--- src/jsu_pkg.sv ---
`default_nettype none

package jsu_pkg;

	localparam int MAX_CAPACITY = 256;

	typedef struct packed {
		logic [7:0] in_byte;
		logic       start_req;
		logic       end_of_input;
	} in_t;

	typedef struct packed {
		logic [7:0] out_byte;
		logic [1:0] kind;
		logic [1:0] error_code;
		logic [8:0] decoded_length;
		logic       last;
	} out_t;

	typedef enum logic [2:0] {
		PH_PLAIN  = 3'd0,
		PH_ESC    = 3'd1,
		PH_HEX1   = 3'd2,
		PH_LOW_BS = 3'd3,
		PH_LOW_U  = 3'd4,
		PH_HEX2   = 3'd5
	} phase_t;

	typedef enum logic [1:0] {
		ACT_NONE,
		ACT_BYTES,
		ACT_CLOSE,
		ACT_ERROR
	} act_t;

	localparam logic [1:0] KIND_BYTE  = 2'd0;
	localparam logic [1:0] KIND_CLOSE = 2'd1;
	localparam logic [1:0] KIND_ERROR = 2'd2;

	localparam logic [1:0] ERR_NONE      = 2'd0;
	localparam logic [1:0] ERR_MALFORMED = 2'd1;
	localparam logic [1:0] ERR_TOO_LONG  = 2'd2;

	localparam logic [7:0] CH_QUOTE = 8'h22;
	localparam logic [7:0] CH_BSL   = 8'h5C;
	localparam logic [7:0] CH_SLASH = 8'h2F;
	localparam logic [7:0] CH_B     = 8'h62;
	localparam logic [7:0] CH_F     = 8'h66;
	localparam logic [7:0] CH_N     = 8'h6E;
	localparam logic [7:0] CH_R     = 8'h72;
	localparam logic [7:0] CH_T     = 8'h74;
	localparam logic [7:0] CH_U     = 8'h75;
	localparam logic [7:0] CH_SPACE = 8'h20;

	localparam int         BUF_DEPTH = 5;
	localparam logic [8:0] CAP_RESET = 9'd256;

endpackage

`default_nettype wire

--- src/json_string_unescaper.sv ---
// Results are registered in the result buffer and presented from its head.
// Throughput: one input beat per cycle while at most one result beat is waiting;
// results leave one beat per cycle unless out_stall, up to four per input beat (UTF-8 sequence).
// The five-entry result buffer sets the input stall; decode is a single pass.
// Reset: idle, buffer empty, string_capacity = 256.
`default_nettype none

module json_string_unescaper (
	input  wire               clk,
	input  wire               arst_n,
	input  wire               in_valid,
	output logic              in_stall,
	input  jsu_pkg::in_t      in_data,
	output logic              out_valid,
	input  wire               out_stall,
	output jsu_pkg::out_t     out_data,
	input  wire               cfg_we,
	input  wire  [8:0]        cfg_wdata
);

	logic [8:0]       cap_q;
	logic             active_q;
	jsu_pkg::phase_t  phase_q;
	logic [1:0]       hcnt_q;
	logic [15:0]      acc_q;
	logic [9:0]       hs_q;
	logic [8:0]       bc_q;

	logic             nx_active;
	jsu_pkg::phase_t  nx_phase;
	logic [1:0]       nx_hcnt;
	logic [15:0]      nx_acc;
	logic [9:0]       nx_hs;
	logic [8:0]       nx_bc;

	jsu_pkg::out_t    buf_q [jsu_pkg::BUF_DEPTH];
	jsu_pkg::out_t    buf_d [jsu_pkg::BUF_DEPTH];
	logic [2:0]       cnt_q;
	logic [2:0]       cnt_d;
	logic [2:0]       base;

	logic             take;
	logic             in_acc;

	logic [7:0]       c;
	logic [3:0]       hex_d;
	logic             hex_ok;
	logic [15:0]      hex_v;
	logic [7:0]       esc_byte;
	logic             esc_ok;
	logic [20:0]      cp;
	logic [7:0]       enc_b [4];
	logic [2:0]       enc_n;
	logic [9:0]       lim;

	jsu_pkg::act_t    act;
	logic [1:0]       act_err;
	logic [8:0]       act_base;
	logic             act_raw;
	logic [7:0]       raw_byte;
	logic [2:0]       act_n;

	jsu_pkg::out_t    new_res [4];
	logic [2:0]       new_n;

	assign c         = in_data.in_byte;
	assign out_valid = (cnt_q != 3'd0);
	assign out_data  = buf_q[0];
	assign take      = out_valid && !out_stall;
	assign in_stall  = (cnt_q > 3'd1);
	assign in_acc    = in_valid && !in_stall;
	assign base      = cnt_q - {2'b00, take};

	assign lim = (int'(cap_q) < jsu_pkg::MAX_CAPACITY) ? {1'b0, cap_q}
	                                                   : 10'(jsu_pkg::MAX_CAPACITY);

	always_comb begin
		hex_ok = 1'b1;
		hex_d  = 4'd0;
		case (c) inside
			[8'h30:8'h39]: hex_d = c[3:0];
			[8'h61:8'h66], [8'h41:8'h46]: hex_d = 4'(c[3:0] + 4'd9);
			default: hex_ok = 1'b0;
		endcase
	end

	assign hex_v = {acc_q[11:0], hex_d};

	always_comb begin
		esc_ok   = 1'b1;
		esc_byte = c;
		case (c)
			jsu_pkg::CH_QUOTE, jsu_pkg::CH_BSL, jsu_pkg::CH_SLASH: esc_byte = c;
			jsu_pkg::CH_B: esc_byte = 8'h08;
			jsu_pkg::CH_F: esc_byte = 8'h0C;
			jsu_pkg::CH_N: esc_byte = 8'h0A;
			jsu_pkg::CH_R: esc_byte = 8'h0D;
			jsu_pkg::CH_T: esc_byte = 8'h09;
			default: esc_ok = 1'b0;
		endcase
	end

	assign cp = (phase_q == jsu_pkg::PH_HEX2) ? 21'h10000 + {1'b0, hs_q, hex_v[9:0]}
	                                         : {5'd0, hex_v};

	always_comb begin
		enc_b[0] = 8'h00;
		enc_b[1] = 8'h00;
		enc_b[2] = 8'h00;
		enc_b[3] = 8'h00;
		if (cp <= 21'h7F) begin
			enc_b[0] = cp[7:0];
			enc_n    = 3'd1;
		end else if (cp <= 21'h7FF) begin
			enc_b[0] = {3'b110, cp[10:6]};
			enc_b[1] = {2'b10, cp[5:0]};
			enc_n    = 3'd2;
		end else if (cp <= 21'hFFFF) begin
			enc_b[0] = {4'b1110, cp[15:12]};
			enc_b[1] = {2'b10, cp[11:6]};
			enc_b[2] = {2'b10, cp[5:0]};
			enc_n    = 3'd3;
		end else begin
			enc_b[0] = {5'b11110, cp[20:18]};
			enc_b[1] = {2'b10, cp[17:12]};
			enc_b[2] = {2'b10, cp[11:6]};
			enc_b[3] = {2'b10, cp[5:0]};
			enc_n    = 3'd4;
		end
	end

	// next state
	always_comb begin
		logic go_idle;
		logic start_ok;
		go_idle   = 1'b0;
		start_ok  = 1'b0;
		nx_active = active_q;
		nx_phase  = phase_q;
		nx_hcnt   = hcnt_q;
		nx_acc    = acc_q;
		nx_hs     = hs_q;
		nx_bc     = bc_q;
		act       = jsu_pkg::ACT_NONE;
		act_err   = jsu_pkg::ERR_NONE;
		act_base  = bc_q;
		act_raw   = 1'b0;
		raw_byte  = c;
		act_n     = 3'd0;
		if (in_data.start_req) begin
			go_idle  = 1'b1;
			nx_bc    = 9'd0;
			act_base = 9'd0;
			if (in_data.end_of_input || c != jsu_pkg::CH_QUOTE) begin
				act     = jsu_pkg::ACT_ERROR;
				act_err = jsu_pkg::ERR_MALFORMED;
			end else begin
				start_ok = 1'b1;
			end
		end else if (!active_q) begin
			act = jsu_pkg::ACT_NONE;
		end else if (in_data.end_of_input) begin
			act     = jsu_pkg::ACT_ERROR;
			act_err = jsu_pkg::ERR_MALFORMED;
			go_idle = 1'b1;
		end else begin
			case (phase_q)
				jsu_pkg::PH_PLAIN: begin
					if (c == jsu_pkg::CH_QUOTE) begin
						act     = jsu_pkg::ACT_CLOSE;
						go_idle = 1'b1;
					end else if (c < jsu_pkg::CH_SPACE) begin
						act     = jsu_pkg::ACT_ERROR;
						act_err = jsu_pkg::ERR_MALFORMED;
						go_idle = 1'b1;
					end else if (c == jsu_pkg::CH_BSL) begin
						nx_phase = jsu_pkg::PH_ESC;
					end else begin
						act     = jsu_pkg::ACT_BYTES;
						act_raw = 1'b1;
					end
				end
				jsu_pkg::PH_ESC: begin
					if (c == jsu_pkg::CH_U) begin
						nx_phase = jsu_pkg::PH_HEX1;
						nx_hcnt  = 2'd0;
						nx_acc   = 16'd0;
					end else if (esc_ok) begin
						nx_phase = jsu_pkg::PH_PLAIN;
						act      = jsu_pkg::ACT_BYTES;
						act_raw  = 1'b1;
						raw_byte = esc_byte;
					end else begin
						act     = jsu_pkg::ACT_ERROR;
						act_err = jsu_pkg::ERR_MALFORMED;
						go_idle = 1'b1;
					end
				end
				jsu_pkg::PH_HEX1, jsu_pkg::PH_HEX2: begin
					if (!hex_ok) begin
						act     = jsu_pkg::ACT_ERROR;
						act_err = jsu_pkg::ERR_MALFORMED;
						go_idle = 1'b1;
					end else if (hcnt_q != 2'd3) begin
						nx_acc  = hex_v;
						nx_hcnt = hcnt_q + 2'd1;
					end else begin
						nx_hcnt = 2'd0;
						nx_acc  = 16'd0;
						if (phase_q == jsu_pkg::PH_HEX1) begin
							if (hex_v inside {[16'hD800:16'hDBFF]}) begin
								nx_hs    = hex_v[9:0];
								nx_phase = jsu_pkg::PH_LOW_BS;
							end else if (hex_v inside {[16'hDC00:16'hDFFF]}) begin
								act     = jsu_pkg::ACT_ERROR;
								act_err = jsu_pkg::ERR_MALFORMED;
								go_idle = 1'b1;
							end else begin
								nx_phase = jsu_pkg::PH_PLAIN;
								act      = jsu_pkg::ACT_BYTES;
							end
						end else if (hex_v inside {[16'hDC00:16'hDFFF]}) begin
							nx_phase = jsu_pkg::PH_PLAIN;
							nx_hs    = 10'd0;
							act      = jsu_pkg::ACT_BYTES;
						end else begin
							act     = jsu_pkg::ACT_ERROR;
							act_err = jsu_pkg::ERR_MALFORMED;
							go_idle = 1'b1;
						end
					end
				end
				jsu_pkg::PH_LOW_BS: begin
					if (c == jsu_pkg::CH_BSL) begin
						nx_phase = jsu_pkg::PH_LOW_U;
					end else begin
						act     = jsu_pkg::ACT_ERROR;
						act_err = jsu_pkg::ERR_MALFORMED;
						go_idle = 1'b1;
					end
				end
				jsu_pkg::PH_LOW_U: begin
					if (c == jsu_pkg::CH_U) begin
						nx_phase = jsu_pkg::PH_HEX2;
						nx_hcnt  = 2'd0;
						nx_acc   = 16'd0;
					end else begin
						act     = jsu_pkg::ACT_ERROR;
						act_err = jsu_pkg::ERR_MALFORMED;
						go_idle = 1'b1;
					end
				end
				default: begin
					act     = jsu_pkg::ACT_ERROR;
					act_err = jsu_pkg::ERR_MALFORMED;
					go_idle = 1'b1;
				end
			endcase
		end
		if (act == jsu_pkg::ACT_BYTES) begin
			act_n = act_raw ? 3'd1 : enc_n;
			if ({1'b0, bc_q} + {7'd0, act_n} > lim) begin
				act     = jsu_pkg::ACT_ERROR;
				act_err = jsu_pkg::ERR_TOO_LONG;
				go_idle = 1'b1;
			end else begin
				nx_bc = 9'(bc_q + {6'd0, act_n});
			end
		end
		if (go_idle) begin
			nx_active = 1'b0;
			nx_phase  = jsu_pkg::PH_PLAIN;
			nx_hcnt   = 2'd0;
			nx_acc    = 16'd0;
			nx_hs     = 10'd0;
		end
		if (start_ok) begin
			nx_active = 1'b1;
		end
	end

	// result beats for the accepted item
	always_comb begin
		new_n = 3'd0;
		for (int i = 0; i < 4; i++) begin
			new_res[i]                = '0;
			new_res[i].decoded_length = act_base;
		end
		case (act)
			jsu_pkg::ACT_BYTES: begin
				new_n = act_n;
				for (int i = 0; i < 4; i++) begin
					if (act_raw) begin
						new_res[i].out_byte = (i == 0) ? raw_byte : 8'h00;
					end else begin
						new_res[i].out_byte = enc_b[i];
					end
					new_res[i].kind           = jsu_pkg::KIND_BYTE;
					new_res[i].decoded_length = 9'(act_base + 9'(i + 1));
					new_res[i].last           = (3'(i + 1) == act_n);
				end
			end
			jsu_pkg::ACT_CLOSE: begin
				new_n           = 3'd1;
				new_res[0].kind = jsu_pkg::KIND_CLOSE;
				new_res[0].last = 1'b1;
			end
			jsu_pkg::ACT_ERROR: begin
				new_n                 = 3'd1;
				new_res[0].kind       = jsu_pkg::KIND_ERROR;
				new_res[0].error_code = act_err;
				new_res[0].last       = 1'b1;
			end
			default: new_n = 3'd0;
		endcase
	end

	always_comb begin
		for (int i = 0; i < jsu_pkg::BUF_DEPTH; i++) begin
			if (take && i < jsu_pkg::BUF_DEPTH - 1) begin
				buf_d[i] = buf_q[i + 1];
			end else begin
				buf_d[i] = buf_q[i];
			end
		end
		if (in_acc) begin
			for (int j = 0; j < 4; j++) begin
				if (3'(j) < new_n) begin
					buf_d[3'(j) + base] = new_res[j];
				end
			end
			cnt_d = base + new_n;
		end else begin
			cnt_d = base;
		end
	end

	always_ff @(posedge clk) begin
		for (int i = 0; i < jsu_pkg::BUF_DEPTH; i++) begin
			buf_q[i] <= buf_d[i];
		end
	end

	always_ff @(posedge clk or negedge arst_n) begin
		if (!arst_n) begin
			cnt_q    <= 3'd0;
			cap_q    <= jsu_pkg::CAP_RESET;
			active_q <= 1'b0;
			phase_q  <= jsu_pkg::PH_PLAIN;
			hcnt_q   <= 2'd0;
			acc_q    <= 16'd0;
			hs_q     <= 10'd0;
			bc_q     <= 9'd0;
		end else begin
			cnt_q <= cnt_d;
			if (cfg_we) begin
				cap_q <= cfg_wdata;
			end
			if (in_acc) begin
				active_q <= nx_active;
				phase_q  <= nx_phase;
				hcnt_q   <= nx_hcnt;
				acc_q    <= nx_acc;
				hs_q     <= nx_hs;
				bc_q     <= nx_bc;
			end
		end
	end

	a_close_err_last: assert property (@(posedge clk) disable iff (!arst_n)
		out_valid && out_data.kind != jsu_pkg::KIND_BYTE |-> out_data.last)
		else $error("close or error beat without last");

	a_follower_buffered: assert property (@(posedge clk) disable iff (!arst_n)
		out_valid && !out_data.last |-> cnt_q >= 3'd2)
		else $error("non-last beat with no following beat buffered");

	a_idle_plain: assert property (@(posedge clk) disable iff (!arst_n)
		!active_q |-> phase_q == jsu_pkg::PH_PLAIN && hcnt_q == 2'd0)
		else $error("idle with escape state left over");

	a_err_code: assert property (@(posedge clk) disable iff (!arst_n)
		out_valid && out_data.kind == jsu_pkg::KIND_ERROR |->
		out_data.error_code != jsu_pkg::ERR_NONE)
		else $error("error beat without error code");

	a_buf_bound: assert property (@(posedge clk) disable iff (!arst_n)
		cnt_q <= 3'(jsu_pkg::BUF_DEPTH))
		else $error("result buffer overflow");

endmodule

`default_nettype wire

--- config.mk ---
export PLATFORM = sky130hd
export DESIGN_NAME = json_string_unescaper
export DESIGN_NICKNAME = d
export VERILOG_FILES = /design/src/jsu_pkg.sv /design/src/json_string_unescaper.sv
export SDC_FILE = /design/constraint.sdc
export NUM_CORES = 1
export LEC_CHECK = 0
export CAP_MARGIN = 15
export CORE_MARGIN = 1
export CORE_UTILIZATION = 50
export CTS_CLUSTER_DIAMETER = 30
export DETAILED_ROUTE_END_ITERATION = 10
export DONT_BUFFER_PORTS = 1
export PLACE_DENSITY_LB_ADDON = 0.1
export SYNTH_ARGS = -nofsm -noshare
export SYNTH_HDL_FRONTEND = slang
export SYNTH_SLANG_ARGS = --single-unit
export TNS_END_PERCENT = 50
--- constraint.sdc ---
create_clock -name clk -period 8.4 [get_ports clk]
set_input_delay 1.68 -clock clk [delete_from_list [all_inputs] [get_ports clk]]
set_output_delay 1.68 -clock clk [all_outputs]
set_load 0.005 [all_outputs]
==> out/metrics.cfg <==
[sta]
setup_viol=0
worst_pin_slew_ns=1.221
final.setup_skew_ns=0.02041
rsz0062_at_grt=no
slew_headroom=0.1858
fin_tns_setup_ns=0
finalHoldViolations=0
max_freq_ghz=0.1280
fin_crit_ns=7.812
maxSlewViolCount=0
period_share=0.9300

[critical_path]
crit_required_ns=8.68
crit_chain=inv_1, ha_1, or3b_1, or4_4, and4_1, nor3_1, nand2_1, nor2_1, inv_1, fa_1, nor2b_1, o21ai_0, nor2_1, nand3_1, xnor2_1, ha_1, a2111oi_0, a2bb2oi_1, buf_4, or4b_2, nor4_4, a221oi_1, a21oi_1, a31oi_1
worst_path_largest_cell_delay_ns=0.82
crit_fanout=9
crit_type=in2reg
cp_slowest_cell=or4b_2
critPathArrivalTime_ns=8.10
cp-start-kind=primary input
end_kind=flip-flop

[cts]
htree_levels=4
cts_tree=done
clkLatencyLatePin_ns=0.45
path_clk_slew_ns=0.08
cts_setup_buffers=0
cts.path.max_buffers=2
cts_made_buffers=17
cts_resized=0
cts_hold_buf=0
root_buffer=clkbuf_16
cts_sinks=159

[outcome]
status=complete, no violations

[yosys]
avgSynthCellArea_um2=7.956
yosys_most_used_dff=dfxtp_1
synth_edf_count=22
syn_area_mm2=0.01272
ys_seq_elements=159
yosysWarnings=0
postSynth.asyncResetShare=0.3082
synth_cell_types=91
syn_inst=1599
synth_seq_area_share=0.2869
synth_nets=1653

[placed_design]
dp_hpwl_mm=36.21
place.gp.congestion=0.9960
dp.cells=1861
io_buffers=0
placed_cell_area_mm2=0.01307

[drt]
drcViolationCount=0
drt-pass1-iter-count=6
ant_nets=0
first_iter_violations=1531
via_per_inst=6.911
via_count=13090
wl_per_cell_um=26.91
routed_wl_mm=50.97

[floorplanning]
row_count=58
dieArea_mm2=0.02609
die_h_um=161.5
core_area_mm2=0.02504
pin_count=48
die_x_um=161.5
start_util=0.5081

[global_route]
grt_pass1_vias=12280
track_usage=0.3901
gr-usage-met3=0.08680
met1_usage=0.5287
use_met2=0.5913
grt_first_pass_wirelength_mm=76.43
grt_max_degree=94
grt.busiest_layer=met2
grt_overflow_total=0
antenna_found_initial=1

[layout]
finish.utilization=0.5460
nets=1605
syn_to_final_growth_pct=7.445
diodes=0
layout_commonest_cell=nand2_1
final_area_mm2=0.01367
drive_gt1_frac=0.1145
final_cell_mix=172 x nand2_1, 150 x nor2_1, 117 x mux2i_1, 99 x a21oi_1, 88 x dfxtp_1
finalNonFillerCells=1894

[pwr]
leakage_nw=5.316
ir_drop_mv=0.1589
totalPowerFinal_mw=4.103
power_density_mw_per_mm2=300.1

[run]
max_cap_viol_count=0

[worst_hold_path]
hp-class=reg2reg

[per-stage QoR]
stage	worst slack, ns	hold WS [ns]
final	0.5878	0.4923
after global routing	0.1599	0.5138
after CTS	0.6548	0.5032
after detailed placement	0.1250	0.4852
after global placement	0.4224	0.4595
after floorplan	0.6643	0.4425
[kinds of logic (layout without fill, tap and decap cells)]
kind of cell	after synthesis	after routing	share of synthesized area
xor gates and xnor gates	34	34	0.02341
muxes	143	143	0.1151
AOI/OAI and AO/OA	514	514	0.2695
and+or+nand+nor	550	550	0.2132
buffers and inverters	169	134	0.06127
adders and majority gates	30	30	0.03068
DFF	159	159	0.2869
[report_power, final]
part	leakage [nW]	internal (mW)	switching, mW
sequential	1.59	1.05	0.191
clock	0.282	0.400	0.409
combinational	3.44	0.775	1.28
[routing by layer]
layer / part of all wire / vias to the layer above
met4: 0.045 / 0
met2: 0.43 / 855
met1: 0.41 / 6166
li1: - / 5909
met5: 0 / -
met3: 0.11 / 160
[worst max-delay path: cells and delay by family]
family                     cells  cell delay (ns)
buffers and inverters          3             0.41
AOI/OAI and AO/OA              6             1.11
and+or+nand+nor               11             3.85
xor gates and xnor gates       1             0.17
adders and majority gates      3             0.88
[registers in the layout, summed over array words and instances, names as in the netlist]
register	count
phase_q	3
acc_q	12
active_q	1
cap_q	9
hs_q	10
cnt_q	3
bc_q	9
buf_q	110
hcnt_q	2
[path summary, 6_finish.rpt]
path	slack [ns]	startpoint	endpoint	cells past startpoint
setup reg to reg	1.25	phase_q[1]	buf_q[0][6]	22
max in group asynchronous	7.27	arst_n	cap_q[8]	0
min in group asynchronous	0.92	arst_n	hcnt_q[0]	0
setup / recovery	0.59	in_data[2]	buf_q[0][6]	24
hold / removal	0.49	hcnt_q[1]	hcnt_q[1]	2
hold reg to reg	0.49	hcnt_q[1]	hcnt_q[1]	2
[final cells by class]
| type | count | area [um^2] |
|---|---|---|
| Multi-Input combinational cell | 1271 | 8346 |
| Clock inverter | 15 | 163.9 |
| Tap cell | 330 | 412.9 |
| Timing Repair Buffer | 73 | 560.5 |
| Sequential cell | 159 | 3650 |
| Clock buffer | 17 | 425.4 |
| Fill cell | 2409 | 11370 |
| Inverter | 29 | 111.4 |
[cell usage after synthesis (8+ instances only)]
cell,number,area [um^2]
xor2_1,12,105.1
o21a_1,8,60.06
nand4_1,16,100.1
a22o_1,23,201.4
and3_1,8,50.05
nor4_1,14,87.58
o211ai_1,17,127.6
o31ai_1,11,82.58
nor3_1,34,170.2
buf_2,29,145.1
and2_1,8,50.05
or3_1,13,81.33
nand2_1,173,649.4
dfxtp_1,88,1762
a21oi_1,100,500.5
o21ai_0,87,435.4
a21o_1,9,67.56
a211oi_1,36,270.3
nor2_1,152,570.6
o22ai_1,36,225.2
buf_1,8,30.03
mux2i_1,117,1171
xnor2_1,22,192.7
a22oi_1,16,120.1
buf_4,23,172.7
dfrtp_1,48,1201
nor2b_1,16,100.1
o221ai_1,30,262.8
o21ai_1,33,165.2
nand2b_1,13,81.33
a221oi_1,25,219.0
inv_1,25,93.84
mux2_2,25,281.5
nand3_1,43,215.2
a31oi_1,24,150.1
edfxtp_1,22,660.6
clkbuf_1,77,289.0
ha_1,28,350.3
(Power assumes the default switching activity.)
